### src/rtl/core/wbc_pkg.sv
`default_nettype none

package wbc_pkg;

   // Default capacities
   localparam int MAX_TEXT_DEF     = 256;
   localparam int MAX_WORDS_DEF    = 32;
   localparam int MAX_WORD_LEN_DEF = 32;

   // Character width
   localparam int CHAR_W = 8;

   // Request modes
   localparam logic [1:0] MODE_CLEAR = 2'd0;
   localparam logic [1:0] MODE_DICT  = 2'd1;
   localparam logic [1:0] MODE_TEXT  = 2'd2;

   // Status of the reachability pass, seen by the top level
   typedef struct packed {
      logic done;     // result cycle of the pass
      logic reached;  // position zero is reachable
   } pass_status_type;

   // Address bits for a store of the given depth (at least one)
   function automatic int addr_bits(input int depth);
      return (depth > 1) ? $clog2(depth) : 1;
   endfunction

endpackage

`default_nettype wire

### src/rtl/core/wbc_search.sv
`default_nettype none

module wbc_search #(
   parameter int MAX_TEXT     = wbc_pkg::MAX_TEXT_DEF,
   parameter int MAX_WORDS    = wbc_pkg::MAX_WORDS_DEF,
   parameter int MAX_WORD_LEN = wbc_pkg::MAX_WORD_LEN_DEF,
   localparam int TW  = $clog2(MAX_TEXT + 1),
   localparam int TAW = wbc_pkg::addr_bits(MAX_TEXT),
   localparam int WCW = $clog2(MAX_WORDS + 1),
   localparam int WAW = wbc_pkg::addr_bits(MAX_WORDS),
   localparam int LW  = $clog2(MAX_WORD_LEN + 1),
   localparam int DAW = wbc_pkg::addr_bits(MAX_WORDS * MAX_WORD_LEN),
   localparam int DBW = $clog2(MAX_WORDS * MAX_WORD_LEN + 1)
) (
   input  wire logic                          clock,
   input  wire logic                          reset,
   input  wire logic                          go,
   input  wire logic [TW-1:0]                 text_len,
   input  wire logic [WCW-1:0]                word_count,
   output logic      [WAW-1:0]                wl_rd_addr,
   input  wire logic [LW-1:0]                 wl_rd_data,
   output logic      [DAW-1:0]                dict_rd_addr,
   input  wire logic [wbc_pkg::CHAR_W-1:0]    dict_rd_data,
   output logic      [TAW-1:0]                text_rd_addr,
   input  wire logic [wbc_pkg::CHAR_W-1:0]    text_rd_data,
   output logic                               reach_wr_en,
   output logic      [TW-1:0]                 reach_wr_addr,
   output logic                               reach_wr_data,
   output logic      [TW-1:0]                 reach_rd_addr,
   input  wire logic                          reach_rd_data,
   output logic                               busy,
   output wbc_pkg::pass_status_type           status
);

   localparam int SW = ((TW > LW) ? TW : LW) + 1;

   localparam logic [3:0] S_IDLE     = 4'd0;
   localparam logic [3:0] S_INIT     = 4'd1;
   localparam logic [3:0] S_POS      = 4'd2;
   localparam logic [3:0] S_WORD_RD  = 4'd3;
   localparam logic [3:0] S_WORD_LEN = 4'd4;
   localparam logic [3:0] S_REACH    = 4'd5;
   localparam logic [3:0] S_CHAR_RD  = 4'd6;
   localparam logic [3:0] S_CHAR_CMP = 4'd7;
   localparam logic [3:0] S_FINISH   = 4'd8;
   localparam logic [3:0] S_RESULT   = 4'd9;

   logic [3:0]     state_ff, state_in;
   logic [TW-1:0]  i_ff, i_in;       // positions still to visit
   logic [WCW-1:0] w_ff, w_in;       // word under test
   logic [DBW-1:0] base_ff, base_in; // first dictionary entry of that word
   logic [LW-1:0]  len_ff, len_in;
   logic [LW-1:0]  k_ff, k_in;

   logic [TW-1:0]  pos;
   logic [SW-1:0]  remain;
   logic [SW-1:0]  reach_sum;
   logic [SW-1:0]  text_sum;
   logic [DBW-1:0] dict_sum;
   logic           len_fits;

   // Address arithmetic
   always_comb begin
      pos          = i_ff - TW'(1);
      remain       = SW'(text_len) - SW'(pos);
      reach_sum    = SW'(pos) + SW'(wl_rd_data);
      text_sum     = SW'(pos) + SW'(k_ff);
      dict_sum     = base_ff + DBW'(k_ff);
      len_fits     = (wl_rd_data != '0) && (SW'(wl_rd_data) <= remain);
      wl_rd_addr   = w_ff[WAW-1:0];
      dict_rd_addr = dict_sum[DAW-1:0];
      text_rd_addr = text_sum[TAW-1:0];
      reach_rd_addr = (state_ff == S_FINISH) ? '0 : reach_sum[TW-1:0];
   end

   // Pass sequencer
   always_comb begin
      state_in      = state_ff;
      i_in          = i_ff;
      w_in          = w_ff;
      base_in       = base_ff;
      len_in        = len_ff;
      k_in          = k_ff;
      reach_wr_en   = 1'b0;
      reach_wr_addr = pos;
      reach_wr_data = 1'b0;
      case (state_ff)
         S_IDLE: begin
            if (go) begin
               state_in = S_INIT;
            end
         end
         S_INIT: begin
            // end of text is always reachable
            reach_wr_en   = 1'b1;
            reach_wr_addr = text_len;
            reach_wr_data = 1'b1;
            i_in          = text_len;
            state_in      = S_POS;
         end
         S_POS: begin
            w_in    = '0;
            base_in = '0;
            state_in = (i_ff == '0) ? S_FINISH : S_WORD_RD;
         end
         S_WORD_RD: begin
            if (w_ff == word_count) begin
               // no word fits here
               reach_wr_en = 1'b1;
               i_in        = i_ff - TW'(1);
               state_in    = S_POS;
            end else begin
               state_in = S_WORD_LEN;
            end
         end
         S_WORD_LEN: begin
            len_in = wl_rd_data;
            if (len_fits) begin
               state_in = S_REACH;
            end else begin
               w_in     = w_ff + WCW'(1);
               base_in  = base_ff + DBW'(MAX_WORD_LEN);
               state_in = S_WORD_RD;
            end
         end
         S_REACH: begin
            k_in = '0;
            if (reach_rd_data) begin
               state_in = S_CHAR_RD;
            end else begin
               w_in     = w_ff + WCW'(1);
               base_in  = base_ff + DBW'(MAX_WORD_LEN);
               state_in = S_WORD_RD;
            end
         end
         S_CHAR_RD: begin
            state_in = S_CHAR_CMP;
         end
         S_CHAR_CMP: begin
            if (dict_rd_data != text_rd_data) begin
               w_in     = w_ff + WCW'(1);
               base_in  = base_ff + DBW'(MAX_WORD_LEN);
               state_in = S_WORD_RD;
            end else if (k_ff == len_ff - LW'(1)) begin
               // whole word matches and lands on a reachable position
               reach_wr_en   = 1'b1;
               reach_wr_data = 1'b1;
               i_in          = i_ff - TW'(1);
               state_in      = S_POS;
            end else begin
               k_in     = k_ff + LW'(1);
               state_in = S_CHAR_RD;
            end
         end
         S_FINISH: begin
            state_in = S_RESULT;
         end
         S_RESULT: begin
            state_in = S_IDLE;
         end
         default: begin
            state_in = S_IDLE;
         end
      endcase
   end

   always_ff @(posedge clock) begin
      if (reset) begin
         state_ff <= S_IDLE;
      end else begin
         state_ff <= state_in;
      end
      i_ff    <= i_in;
      w_ff    <= w_in;
      base_ff <= base_in;
      len_ff  <= len_in;
      k_ff    <= k_in;
   end

   assign busy           = (state_ff != S_IDLE);
   assign status.done    = (state_ff == S_RESULT);
   assign status.reached = reach_rd_data;

   // Checks
   a_go_idle: assert property (@(posedge clock) disable iff (reset)
      go |-> (state_ff == S_IDLE))
      else $error("pass started while busy");

   a_reach_range: assert property (@(posedge clock) disable iff (reset)
      reach_wr_en |-> (reach_wr_addr <= text_len))
      else $error("reachability write beyond end of text");

   a_char_index: assert property (@(posedge clock) disable iff (reset)
      (state_ff == S_CHAR_CMP) |-> (k_ff < len_ff))
      else $error("character index past word length");

   a_result_once: assert property (@(posedge clock) disable iff (reset)
      status.done |=> (state_ff == S_IDLE))
      else $error("result strobe not followed by idle");

endmodule

`default_nettype wire

### config.mk
export PLATFORM = sky130hd
export DESIGN_NAME = wbc_search
export DESIGN_NICKNAME = d
export VERILOG_FILES = /design/src/rtl/core/wbc_pkg.sv /design/src/rtl/core/wbc_search.sv
export SDC_FILE = /design/constraint.sdc
export NUM_CORES = 1
export LEC_CHECK = 0
export ABC_AREA = 1
export BUFFER_PORTS_ARGS = -buffer_cell sky130_fd_sc_hd__buf_2
export CAP_MARGIN = 20
export CELL_PAD_IN_SITES_DETAIL_PLACEMENT = 1
export CELL_PAD_IN_SITES_GLOBAL_PLACEMENT = 1
export CORE_ASPECT_RATIO = 0.5
export CORE_MARGIN = 2
export CORE_UTILIZATION = 36
export CTS_BUF_LIST = sky130_fd_sc_hd__clkbuf_4
export DETAILED_ROUTE_END_ITERATION = 8
export GPL_ROUTABILITY_DRIVEN = 0
export HOLD_SLACK_MARGIN = 0.05
export PLACE_DENSITY_LB_ADDON = 0.1
export SYNTH_ARGS = -nofsm -noshare
export SYNTH_HDL_FRONTEND = slang
export SYNTH_SLANG_ARGS = --single-unit
### constraint.sdc
create_clock -name clock -period 3.46 [get_ports clock]
set_clock_uncertainty 0.15 [all_clocks]
set_input_delay 0.692 -clock clock [delete_from_list [all_inputs] [get_ports clock]]
set_output_delay 0.692 -clock clock [all_outputs]
set_load 0.005 [all_outputs]
==> run summary, run 1 <==
initial DRC count - 103
P_int - 1918 uW
Seq pwr share - 0.200
unrepaired setup endpoints after global routing - yes
worst endpoint required time - 2620 ps
post-synthesis async set-or-reset flop share - 0
TNS Setup - -2895 ps
Worst Setup End Kind - output port
Antenna Cells - 0
sw frac - 0.4763
final setup violation count - 18
total CTS buffers - 5
syn_area_per_cell - 7.290 um2
DRC viols - 0
root buf cell - clkbuf_4
Max clock buf depth - 2
Setup CP Type - reg -> out
max_cap viols - 0
via count - 3,602
largest net degree at the start of global routing - 15
combinational fraction of design power - 0.731
share of cells above drive strength 1 - 0.3610
post-route cell area - 4763 um2
Core Box Area - 9540 um2
top-count cell post-synth - nand2_1
CTS tree - built
Vias per Instance - 4.803
Clk Latency, worst-skew pair - 380 ps
Final period util - 1.066
Final Hold Viols - 0
Die Y - 74.37 um
Pwr Total - 3661 uW
maximum fanout along the worst path - 3
share of the yosys chip area belonging to registers - 0.2920
global route overflow - 0
Max Clock Freq - 271.1 MHz
Reg-to-Reg End - w_ff[2]$_SDFFCE_PN0P_
setup ws final - -229.0 ps
failing checks - setup timing
Post-Syn Area - 3565 um2
Reg clk slew, reported paths - 130 ps
PD cells - 768.7 nW/um2
crit path to - text_rd_addr[7]
status - finished with violations
DR pass1 iterations - 4
first-pass GRT wire length - 17,680 um
Worst Hold Class - in -> reg
Antenna Nets Post-Route - 0
Ports - 87
slew margin rel. - 0.5259
Yosys reg bits - 36
crit path launch type - register
Area contributors post-synth - edfxtp_1 27%, ha_1 9.8%, nand2_1 9.6%
Syn Inst Count - 489
post-synth top area cell - edfxtp_1
synth-to-layout area growth - 33.63%
Psw - 1744 uW
vias in the first global route - 3,603
# H-tree levels - 2
fin crit period - 3689 ps
flop-to-flop setup slack - -190 ps
Final Instance Count excl. Fillers - 750
Die X - 144.7 um
Synth Warn # - 0
Routed WL per cell - 15.10 um
Placed Cells - 718
Final Slew Violations - 0
Filler cells - 1,255
cts hold-fix bufs - 0
Starting Density - 0.3736
Post-Syn Nets - 561
Reg-to-Reg Start - i_ff[0]$_DFFE_PP_
die area - 10,760 um2
# clock sinks - 36
placed inst area - 4257 um2
worst vdd ir - 0.0002835 V
EDFF count, synth - 32
Total Routing Usage GR - 0.2156
Post-synth top cells - 91 x nand2_1, 80 x inv_1, 54 x nor2_1, 32 x edfxtp_1
HPWL Detailed - 8713 um
antenna violations before repair - 0
Worst-Margin Slew - 711.1 ps
Main synth FF type - edfxtp_1
leak pwr - 0.002331 uW
crit path DAT - 2850 ps
R2R depth - 24
CP startpoint - i_ff[0]$_DFFE_PP_
Rows - 25
synth unique cells - 41
final WL - 11,320 um
port bufs - 86
clock share of power - 0.069
NumNets Final - 686
top cell type's share of synthesized area - 0.2696
-- routing by layer --
| metal | share of wire | GRT usage |
|---|---|---|
| met1 | 0.49 | 0.2800 |
| met2 | 0.47 | 0.3886 |
| met3 | 0.036 | 0.03735 |
| met4 | 0.0062 | 0.03668 |
| met5 | 0 | 0 |
-- power groups by stage --
stage / clock network (uW) / registers [uW] / logic [uW]
final: 252 / 732 / 2680
after global routing: 274 / 748 / 2980
after CTS: 259 / 731 / 2450
after detailed placement: 0 / 740 / 2130
after global placement: 0 / 735 / 2070
after floorplan: 0 / 714 / 1340
-- critical path, cell delays in order, from the launching register on --
cell      delay (ps)
edfxtp_1         460
inv_4            110
ha_4             150
inv_2             50
nor2_4           130
nor2_4            60
buf_6            120
inv_6             60
ha_4             200
a21oi_2          130
inv_2             50
a31oi_4          160
nor2_2            60
o21ai_1          140
nand2_1          100
a21oi_2          160
nor2_2            70
xor2_1           160
buf_2            130
-- what timing repair did --
| item | CTS | global route |
|---|---|---|
| setup endpoints to repair | 19 | 22 |
| pin swaps | 23 | 25 |
| cloned | 1 | 0 |
| resized for setup | 30 | 36 |
| setup buffers | 17 | 9 |
-- metrics by stage --
step	util	setup slack [ps]	hold WS (ps)
floorplan	-	11.48	425.9
global placement	0.4462	-153.5	483.6
detailed placement	0.4462	-289.1	483.7
CTS	0.4796	-138.2	349.4
global route	0.4993	-402.0	348.4
finish	0.4993	-229.0	367.1
-- worst min-delay path by stage --
stage	start	to	slack (ps)	depth (start not counted)
after global placement	base_ff[5]$_SDFFCE_PN0P_	base_ff[5]$_SDFFCE_PN0P_	480	1
after floorplan	i_ff[8]$_DFFE_PP_	state_ff[3]$_SDFFE_PP0P_	430	5
after CTS	reset	state_ff[1]$_SDFFE_PP0P_	350	2
after detailed placement	base_ff[5]$_SDFFCE_PN0P_	base_ff[5]$_SDFFCE_PN0P_	480	1
final	reset	state_ff[1]$_SDFFE_PP0P_	370	2
after global routing	reset	state_ff[1]$_SDFFE_PP0P_	350	2
-- layout make-up --
cell class | instances | area (um2) | area share
clock buffers | 5 | 37.54 | 0.007880
well taps | 135 | 168.9 | 0.03546
multi-input cells | 355 | 2362 | 0.4959
repair buffers | 131 | 802.0 | 0.1684
inverters | 84 | 325.3 | 0.06830
flip-flops and latches | 36 | 1041 | 0.2185
repair inverters | 1 | 7.507 | 0.001576
clock inverters | 3 | 18.77 | 0.003940
-- cells by family after synthesis --
| kind of cell | share of synthesized area |
|---|---|
| flops | 0.2920 |
| compound gates | 0.1109 |
| fa+ha+maj | 0.1151 |
| buf+inv | 0.1148 |
| simple gates | 0.2885 |
| xor+xnor | 0.07862 |
-- placed cells by master (no fill, tap or decap), types with 9 or more instances in the layout --
cell,count
o21ai_0,25
xor2_1,20
a21oi_1,17
inv_1,74
nand2_2,15
edfxtp_1,32
xnor2_1,11
buf_4,37
nand3_2,9
ha_1,22
nand2_1,82
nor3_1,10
buf_2,86
nor2_1,48
nand3_1,24
-- flip-flops by register name, indices dropped and copies added (netlist names) --
name      count
len_ff        6
k_ff          6
state_ff      4
w_ff          6
i_ff          9
base_ff       5
Note: power is estimated with default switching activity, not from simulation.
==> run 2: changes to the inputs <==
- ABC_AREA: 1 -> unset
- CORE_UTILIZATION: 36 -> 38
- SLEW_MARGIN: unset -> 20
==> run 2 against run 1 <==
Effect of this change:
- the flow finishes with violations (DRC, setup timing)
- clock power rose by 33%
- combinational power down 70%
- utilization grew 6.5 points
- synthesized area decreased by 1.3%
- power fell by 55%
- critical path type is now reg -> reg
- critical endpoint is now w_ff[0]$_SDFFCE_PN0P_
- largest cell class unchanged
==> run summary, run 2 <==
failing checks - DRC, setup timing
hold endpoint - len_ff[2]$_DFFE_PP_
combinational fraction of design power - 0.492
worst slack at placement - -591.2 ps
Yosys reg bits - 36
Post-Syn Nets - 468
Psw - 592.6 uW
synth unique cells - 65
share of the yosys chip area belonging to registers - 0.2958
Rows - 24
Seq pwr share - 0.307
Worst Setup End Kind - register
Area contributors post-synth - edfxtp_1 27%, ha_1 10%, xnor2_1 9.2%
P_int - 1065 uW
Antenna Nets Post-Route - 0
Finished Core Util - 0.5647
port bufs - 86
Reg-to-Reg Start - i_ff[0]$_DFFE_PP_
setup ws final - -468.0 ps
final WL - 11,530 um
flop-to-flop setup slack - -470 ps
post-synthesis async set-or-reset flop share - 0
Final period util - 1.135
Post-synth top cells - 47 x nor2_1, 37 x xnor2_1, 32 x edfxtp_1, 28 x ha_1, 28 x inv_1
first-pass GRT wire length - 17,330 um
Max Clock Freq - 254.6 MHz
final setup violation count - 22
commonest non-fill, non-tap cell in the layout - buf_2
CTS tree - built
slew margin rel. - 0.5395
Antenna Cells - 0
Max clock buf depth - 2
Ports - 87
EDFF count, synth - 32
NumNets Final - 611
crit path launch type - register
Placed Cells - 625
total CTS buffers - 5
Core Box Area - 8859 um2
root buf cell - clkbuf_4
# clock sinks - 36
Filler cells - 1,026
Syn Inst Count - 396
vias in the first global route - 3,500
unrepaired setup endpoints after global routing - yes
Reg-to-Reg End - w_ff[0]$_SDFFCE_PN0P_
share of cells above drive strength 1 - 0.4389
Post-Syn Area - 3520 um2
HPWL Detailed - 8146 um
largest net degree at the start of global routing - 20
Die X - 140.1 um
top cell type's share of synthesized area - 0.2730
worst endpoint required time - 3410 ps
Routed WL per cell - 17.56 um
leak pwr - 0.002145 uW
most frequent cells in the layout - 86 x buf_2, 58 x buf_4, 45 x nor2_1
Final Slew Violations - 0
Worst-Margin Slew - 687.1 ps
top-count cell post-synth - nor2_1
Worst Hold Class - in -> reg
Main synth FF type - edfxtp_1
global route overflow - 0
Final Hold Viols - 0
post-synth top area cell - edfxtp_1
Total Routing Usage GR - 0.2162
max reg flops - 9
# H-tree levels - 2
syn_area_per_cell - 8.888 um2
Reg clk slew, reported paths - 150 ps
Starting Density - 0.3973
Die Y - 72.05 um
max_cap viols - 0
clock share of power - 0.201
Clk Latency, worst-skew pair - 380 ps
sw frac - 0.3575
DRC viols - 3
Vias per Instance - 5.263
fin crit period - 3928 ps
status - finished with violations
worst vdd ir - 0.0001621 V
Final Instance Count excl. Fillers - 657
crit path DAT - 3880 ps
maximum fanout along the worst path - 11
antenna violations before repair - 0
cts hold-fix bufs - 0
die area - 10,090 um2
Synth Warn # - 0
HP Start - wl_rd_data[2]
Most flops, register - i_ff
Setup CP Type - reg -> reg
DR pass1 iterations - 9
PD cells - 331.3 nW/um2
initial DRC count - 162
hold depth - 1
via count - 3,458
synth-to-layout area growth - 42.13%
R2R depth - 18
run 2: cell type report:
class,instances,area [um2],share of cell area
tap,117,146.4,0.02926
sequential,36,1041,0.2081
multi-input combinational,310,2577,0.5153
timing repair buffer,157,1021,0.2041
inverter,29,136.4,0.02726
clock buffer,5,37.54,0.007504
clock inverter,3,42.54,0.008504
run 2: metrics by stage:
stage               total power, uW  cell area, um2  hold slack, ps  setup TNS [ps]
floorplan                     885.3            3576           414.0           -2532
global placement               1118            4375           460.6           -5676
detailed placement             1151            4375           483.8           -7752
CTS                            1571            4785           398.2           -5151
global route                   1760            5002           410.3          -11010
finish                         1658            5002           425.8           -7720
run 2: kinds of logic after synthesis:
family | count (synthesis) | share of synthesized area
AND/OR/NAND/NOR | 131 | 0.1884
adder cells (fa/ha/maj) | 33 | 0.1230
flip-flops | 36 | 0.2958
XOR/XNOR | 62 | 0.1564
buffers and inverters | 50 | 0.07287
AO/OA/AOI/OAI | 83 | 0.1607
multiplexers | 1 | 0.002844
run 2: layer usage:
layer,up-vias,wire [um],GRT usage
li1,1669,-,-
met1,1683,4959,0.2609
met2,82,5913,0.4143
met3,24,429,0.04092
met4,0,231,0.03704
met5,-,0,0
run 2: worst max-delay path, cell delays in order, from the launching register on:
cell       delay (ps)
edfxtp_1          500
inv_2             140
buf_6             120
ha_4              130
inv_2              40
fa_2              330
a21o_1            190
a31o_1            240
nand2_1           100
xnor2_1            80
ha_1              300
and4_1            210
a31oi_1           100
o21ai_1           110
o2111ai_1         110
a311oi_1          260
o21ai_2           130
a31oi_4           220
buf_12            160
run 2: power by group through the flow:
stage	clock, uW	combinational (uW)	sequential, uW
global route	361	887	511
CTS	334	729	507
floorplan	0	374	511
detailed placement	0	635	516
global placement	0	604	514
finish	334	816	508
run 2: worst max path at each step:
stage	from	endpoint	slack, ps	depth (start not counted)
final	i_ff[0]$_DFFE_PP_	w_ff[0]$_SDFFCE_PN0P_	-470	18
after floorplan	text_len[0]	base_ff[5]$_SDFFCE_PN0P_	-230	15
after detailed placement	text_len[0]	base_ff[8]$_SDFFCE_PN0P_	-590	18
after CTS	i_ff[1]$_DFFE_PP_	reach_rd_addr[8]	-390	12
after global placement	text_len[0]	base_ff[9]$_SDFFCE_PN0P_	-470	17
after global routing	i_ff[0]$_DFFE_PP_	base_ff[7]$_SDFFCE_PN0P_	-640	18
run 2: timing repair:
item                                    4_1_cts  5_1_grt
endpoints found under the setup margin       24       25
gates resized for setup                      48       25
setup buffers                                12       16
pin swaps                                    28       23
